`src/u8dec_pkg.sv`:
```
package u8dec_pkg;

    // Result status codes
    localparam logic [1:0] STATUS_OK       = 2'd0;
    localparam logic [1:0] STATUS_BAD_LEAD = 2'd1;
    localparam logic [1:0] STATUS_TRUNC    = 2'd2;
    localparam logic [1:0] STATUS_UNUSED   = 2'd3;

    localparam int unsigned CP_W = 20;

    // Decoder state carried between bytes
    typedef struct packed {
        logic [CP_W-1:0] partial_code;
        logic [1:0]      bytes_left;
    } dec_state_t;

    // One result transaction
    typedef struct packed {
        logic            emit;
        logic [CP_W-1:0] code_point;
        logic [1:0]      status;
        logic            final_result;
    } dec_result_t;

endpackage

```
`src/utf8_byte_decoder.sv`:
```
// Channel  Direction  Payload                               Handshake
// s_       in         in_byte[7:0], end_of_text             s_valid / s_ready
// m_       out        code_point[19:0], status[1:0],        m_valid / m_ready
//                     final_result
//
// One byte is accepted per cycle while s_ready is high; its result, if any, is shown
// in the next cycle from the result register. Throughput is one byte per cycle
// when not stalled, set by the single state register loop (partial code and bytes left).
// s_ready drops only while a result is held and m_ready is low.
// aresetn is synchronous, active low, and clears the state and m_valid.
module utf8_byte_decoder (
    input  logic                      aclk,
    input  logic                      aresetn,
    input  logic                      s_valid,
    output logic                      s_ready,
    input  logic [7:0]                s_in_byte,
    input  logic                      s_end_of_text,
    output logic                      m_valid,
    input  logic                      m_ready,
    output logic [u8dec_pkg::CP_W-1:0] m_code_point,
    output logic [1:0]                m_status,
    output logic                      m_final_result
);
    import u8dec_pkg::*;

    dec_state_t      state_reg;
    dec_state_t      state_next;
    dec_result_t     step_res;
    logic            m_valid_reg;
    logic [CP_W-1:0] code_point_reg;
    logic [1:0]      status_reg;
    logic            final_reg;
    logic            s_accept;

    assign s_ready  = !m_valid_reg || m_ready;
    assign s_accept = s_valid && s_ready;

    u8dec_step u_step (
        .in_byte     (s_in_byte),
        .end_of_text (s_end_of_text),
        .state       (state_reg),
        .state_next  (state_next),
        .result      (step_res)
    );

    // State and valid control
    always_ff @(posedge aclk) begin
        if (!aresetn) begin
            state_reg   <= '0;
            m_valid_reg <= 1'b0;
        end else begin
            if (s_accept) begin
                state_reg <= state_next;
            end
            if (s_accept) begin
                m_valid_reg <= step_res.emit;
            end else if (m_ready) begin
                m_valid_reg <= 1'b0;
            end
        end
    end

    // Result payload, loaded on every accepted byte that emits a result
    always_ff @(posedge aclk) begin
        if (s_accept && step_res.emit) begin
            code_point_reg <= step_res.code_point;
            status_reg     <= step_res.status;
            final_reg      <= step_res.final_result;
        end
    end

    assign m_valid        = m_valid_reg;
    assign m_code_point   = code_point_reg;
    assign m_status       = status_reg;
    assign m_final_result = final_reg;

endmodule

```
`src/u8dec_step.sv`:
```
module u8dec_step (
    input  logic [7:0]              in_byte,
    input  logic                    end_of_text,
    input  u8dec_pkg::dec_state_t   state,
    output u8dec_pkg::dec_state_t   state_next,
    output u8dec_pkg::dec_result_t  result
);
    import u8dec_pkg::*;

    logic [CP_W-1:0] shifted;
    logic [1:0]      left_dec;

    assign shifted  = {state.partial_code[CP_W-7:0], in_byte[5:0]};
    assign left_dec = state.bytes_left - 2'd1;

    // Lead / continuation decode for one byte
    always_comb begin
        state_next          = state;
        result.emit         = 1'b0;
        result.code_point   = '0;
        result.status       = STATUS_OK;
        result.final_result = end_of_text;

        case (state.bytes_left)
            2'd0: begin
                if (!in_byte[7]) begin
                    result.emit       = 1'b1;
                    result.code_point = {{(CP_W-8){1'b0}}, in_byte};
                end else if (in_byte[7:5] == 3'b110) begin
                    state_next.partial_code = {{(CP_W-5){1'b0}}, in_byte[4:0]};
                    state_next.bytes_left   = 2'd1;
                end else if (in_byte[7:4] == 4'b1110) begin
                    state_next.partial_code = {{(CP_W-4){1'b0}}, in_byte[3:0]};
                    state_next.bytes_left   = 2'd2;
                end else if (in_byte[7:2] == 6'b111100) begin
                    state_next.partial_code = {{(CP_W-3){1'b0}}, in_byte[2:0]};
                    state_next.bytes_left   = 2'd3;
                end else begin
                    // continuation byte or F4..FF where a lead is expected
                    state_next.partial_code = '0;
                    state_next.bytes_left   = 2'd0;
                    result.emit             = 1'b1;
                    result.status           = STATUS_BAD_LEAD;
                end
            end
            default: begin
                state_next.partial_code = shifted;
                state_next.bytes_left   = left_dec;
                if (left_dec == 2'd0) begin
                    result.emit             = 1'b1;
                    result.code_point       = shifted;
                    state_next.partial_code = '0;
                end
            end
        endcase

        // stream ends inside a sequence
        if (!result.emit && end_of_text) begin
            state_next.partial_code = '0;
            state_next.bytes_left   = 2'd0;
            result.emit             = 1'b1;
            result.code_point       = '0;
            result.status           = STATUS_TRUNC;
            result.final_result     = 1'b1;
        end
    end

endmodule

```
`config.mk`:
```
export PLATFORM = sky130hd
export DESIGN_NAME = utf8_byte_decoder
export DESIGN_NICKNAME = d
export VERILOG_FILES = /design/src/u8dec_pkg.sv /design/src/utf8_byte_decoder.sv /design/src/u8dec_step.sv
export SDC_FILE = /design/constraint.sdc
export NUM_CORES = 1
export LEC_CHECK = 0
export ABC_AREA = 1
export ABC_CLOCK_PERIOD_IN_PS = 3300
export CAP_MARGIN = 30
export CORE_MARGIN = 2
export CORE_UTILIZATION = 40
export CTS_CLUSTER_SIZE = 16
export DETAILED_ROUTE_END_ITERATION = 6
export DONT_BUFFER_PORTS = 1
export HOLD_SLACK_MARGIN = 0.08
export SETUP_SLACK_MARGIN = 0.5
export SYNTH_ARGS = -nofsm -noshare
export SYNTH_HDL_FRONTEND = slang
export SYNTH_HIERARCHICAL = 1
export SYNTH_SLANG_ARGS = --single-unit
export TNS_END_PERCENT = 30
```
`constraint.sdc`:
```
create_clock -name aclk -period 3.3 [get_ports aclk]
set_input_delay 0.66 -clock aclk [delete_from_list [all_inputs] [get_ports aclk]]
set_output_delay 0.66 -clock aclk [all_outputs]
set_load 0.05 [all_outputs]
```
======== Word-level counts from Yosys, hierarchy flattened ========
Cells that the tools add are included.
storage, ports and cells
  register bits after elaboration ......... 40
  output and inout port bits .............. 25
  word-level logic and storage cells ...... 47
cells by class
  $add $sub $neg .......................... 1
  eq/ne operators ......................... 4
  multiplexer cells ....................... 22
  bitwise gates (word level) .............. 2
  reductions and logical operators ........ 11
operator list
  kind                                                                     number
  16-bit 2-to-1 mux                                                        4
  21-bit 2-to-1 mux                                                        2
  24-bit 2-to-1 mux                                                        1
  14-bit 2-to-1 mux                                                        1
  2-bit 2-to-1 mux                                                         4
  1-bit 2-to-1 mux                                                         7
  7-bit 2-to-1 mux                                                         1
  6-bit == test, second input constant                                     1
  6-bit 2-to-1 mux                                                         1
  5-bit 2-to-1 mux                                                         1
  5-bit OR reduction                                                       1
  4-bit == test, second input constant                                     1
  2-bit zero test                                                          2
  3-bit == test, second input constant                                     1
  1-bit logical AND                                                        3
  3-bit by 2-bit inequality test with 1-bit output, second input constant  1
  1-bit zero test                                                          2
  1-bit inverter                                                           2
  2-bit AND reduction                                                      1
  2-bit nonzero test                                                       1
  2-bit by 1-bit subtractor with 2-bit output, second input constant       1
  1-bit logical OR                                                         1

======== Depth between registers and ports, before layout ========
  word-level depth ........................ 10
  depth in mapped cells ................... 12
  mapped depth without buffers ............ 12

======== By module ========
Netlist, hierarchy kept.
modules (own cells, without submodules)
  module             instances  cells an instance  area each (µm²)  seq. area each (µm²)
  utf8_byte_decoder  1          177                1771.7           1151.1
  u8dec_step         1          135                651.9            0.0

======== Worst setup path after synthesis ========
Ideal clock, no wire load.
  path type ............................... input to register
  from .................................... input s_in_byte[7]
  to ...................................... register code_point_reg[0], in the netlist m_code_point[0], enable pin
  data arrival time ....................... 2.165 ns
  data required time ...................... 2.897 ns
  path slack .............................. 0.732 ns
  cell stages on the path ................. 7
  cell sequence ........................... nand2_1 nor2_1 nor2_1 nand2_2 nand3_1 inv_1 nor2_1
RTL lines
  item                  line                     RTL
  from (decl)           utf8_byte_decoder.sv:16  input logic [7:0] s_in_byte,
  to (signal assigned)  utf8_byte_decoder.sv:66  code_point_reg <= step_res.code_point;
  to (decl)             utf8_byte_decoder.sv:30  logic [CP_W-1:0] code_point_reg;

======== Worst setup path after layout ========
  from .................................... register m_valid_reg, in the netlist m_valid
  to ...................................... output s_ready
on the way
  cells in the longest elaborated chain, start to end .. 2
ends and longest elaborated chain
  item                    line                     RTL
  from (decl)             utf8_byte_decoder.sv:29  logic m_valid_reg;
  from (signal assigned)  utf8_byte_decoder.sv:56  m_valid_reg <= step_res.emit;
  1-bit zero test         utf8_byte_decoder.sv:35  assign s_ready = !m_valid_reg || m_ready;
  1-bit logical OR        utf8_byte_decoder.sv:35
  to (decl)               utf8_byte_decoder.sv:15  output logic s_ready,
Every way passes these cells.

==> metrics.log <==
[metrics] status: complete, no violations
[metrics] area occupied by registers: 1031 µm²
[metrics] global-route wire length before repair: 7058 µm
[metrics] maxcap violations: 0
[metrics] number of fill cells: 534
[metrics] Max Buffers Root-to-Sink: 2
[metrics] first-pass iteration count of the detailed router: 4
[metrics] kind of end point of the critical path: primary output
[metrics] wire length per cell: 12.89 µm
[metrics] Finished Layout Cells: 326
[metrics] mean cell area of the mapped netlist: 7.986 µm²
[metrics] Root Driver: clkbuf_8
[metrics] Core Region: 5107 µm²
[metrics] number of top-level pins: 38
[metrics] Syn Nets: 277
[metrics] Post-CTS Repair Setup Buffers: 0
[metrics] worst-path maximum fanout: 12
[metrics] number of placed instances with taps included: 318
[metrics] post-DP HPWL: 2961 µm
[metrics] critical path cell sequence: nand2_2
[metrics] total DRC errors in the routed layout: 0
[metrics] flip-flop count of the largest register, all copies and words added: 20
[metrics] Post-CTS Hold Fix Bufs: 0
[metrics] sum of buffers and inverters on the critical path: 0
[metrics] # resized after CTS: 0
[metrics] worst endpoint required time: 2.64 ns
[metrics] length in cells of the worst reg-to-reg path: 10
[metrics] cell family with the largest share of critical-path delay: flip-flops
[metrics] Synth Instances: 264
[metrics] Die Area: 5868 µm²
[metrics] critical-path cell with the highest stage delay: dfxtp_1
[metrics] delay of the slowest critical-path stage: 0.66 ns
[metrics] HP Class: primary input to flip-flop
[metrics] worst IR drop on VDD: 0.2205 mV
[metrics] count of cell instances traversed by the critical path: 1
[metrics] period utilisation layout: 62.47%
[metrics] most frequent standard cell in the layout excluding fill and tap cells: inv_1
[metrics] synthesis warning total: 6
[metrics] clock transition at the register clock pins on the worst setup and hold paths after CTS: 0.08 ns
[metrics] TritonCTS clock tree: done
[metrics] final RePlAce weighted congestion: 0.8049
[metrics] Final Max Slew Viols: 0
[metrics] IO buf count: 0
[metrics] data arrival time of the critical path: 1.40 ns
[metrics] standard-cell rows: 26
[metrics] RSZ-0062 raised after global routing: false
[metrics] number of global-route vias before repair: 1433
[metrics] Hold Path Depth: 0
[metrics] minimum period implied by the final worst setup slack: 2.061 ns
[metrics] initial antenna violation count: 0
[metrics] GR Overflow Total: 0
[metrics] area added between synthesis and finish: 4.985%
[metrics] iteration-0 DRC count of the detailed router: 140
[metrics] Initial Util: 41.28%
[metrics] share of post-route cells with drive strength above 1: 10.55%
[metrics] number of endpoints with negative hold slack in the final report: 0
[metrics] DR vias: 1588
[metrics] remaining antenna violation count: 0
[metrics] Cell Area, Synth: 2108 µm²
[metrics] Pwr Density: 551.4 nW/µm²
[metrics] leakage power figure: 0.9382 nW
[metrics] final count of negative-setup-slack endpoints: 0
[metrics] type of the worst setup path: flip-flop to primary output
[metrics] diodes inserted: 0
[metrics] area taken by multi-input logic gates: 764.5 µm²
[metrics] maximum clock rate: 485.1 MHz
[metrics] deepest level of the CTS H-tree: 2
[metrics] Post-Route Skew: 0.007059 ns
[metrics] number of buffers added by the clock tree synthesis step: 5
[metrics] Tot GR Track Use: 15.36%
[metrics] Final nets: 268
[metrics] maximum number of pins on one net before global-route repair: 35
[metrics] accumulated negative setup slack: 0 ns
[metrics] Chip Height: 76.60 µm
[metrics] area of all placed cells without fillers: 2213 µm²
[metrics] Worst Hold Slack: 0.4527 ns
[metrics] die extent in x: 76.60 µm
[metrics] number of clock sinks: 40
[metrics] Slew @ Worst Pin: 0.5209 ns
[metrics] worst relative slew slack: 65.23%
[metrics] most used cells in the layout excluding fill and tap cells: 46 x inv_1, 41 x nor2_1, 36 x nand2_1, 27 x nand3_1, 23 x edfxtp_1
[metrics] post-placement cell area: 2098 µm²
[metrics] final WL: 4201 µm
[metrics] number of vias per cell: 4.871
[metrics] startpoint type of the worst setup path: flip-flop
[metrics] later-pin clock latency in the skew report: 0.30 ns
-- worst paths after layout --
path	slack (ns)	endpoint	start
setup / recovery	1.24	s_ready	m_valid$_SDFFE_PN0P_
hold / removal	0.45	m_final_result$_DFFE_PP_	s_end_of_text
setup reg to reg	1.48	state_reg[6]$_SDFFE_PN0P_	state_reg[1]$_SDFFE_PN0P_
hold reg to reg	0.49	state_reg[10]$_SDFFE_PN0P_	state_reg[10]$_SDFFE_PN0P_
-- power by group --
group          switching [W]  total (W)  internal (W)
clock               0.000184   0.000411      0.000228
combinational      0.0000919   0.000141     0.0000492
sequential         0.0000987   0.000668      0.000569
-- layer usage --
metal	wire, µm	up-vias	GRT usage [%]
li1	-	821	-
met4	67	0	6.000
met5	0	-	0
met2	1820	36	22.65
met3	178	6	4.028
met1	2134	725	21.45
-- cell type report --
cell class	count	share of cell area, %
Clock buffer	5	3.109
Tap cell	70	3.957
Inverter	50	8.706
Multi-Input combinational cell	155	34.54
Sequential cell	40	46.58
Timing Repair Buffer	3	1.018
Clock inverter	3	2.092
-- stage by stage --
stage               worst slack (ns)  util (%)  power (W)
floorplan                     0.7320         -  0.0008069
global placement               1.370     41.08  0.0008190
detailed placement             1.348     41.08  0.0008209
CTS                            1.220     43.34   0.001229
global route                   1.172     43.34   0.001273
finish                         1.239     43.34   0.001220
Power figures use the tool's default switching activity.
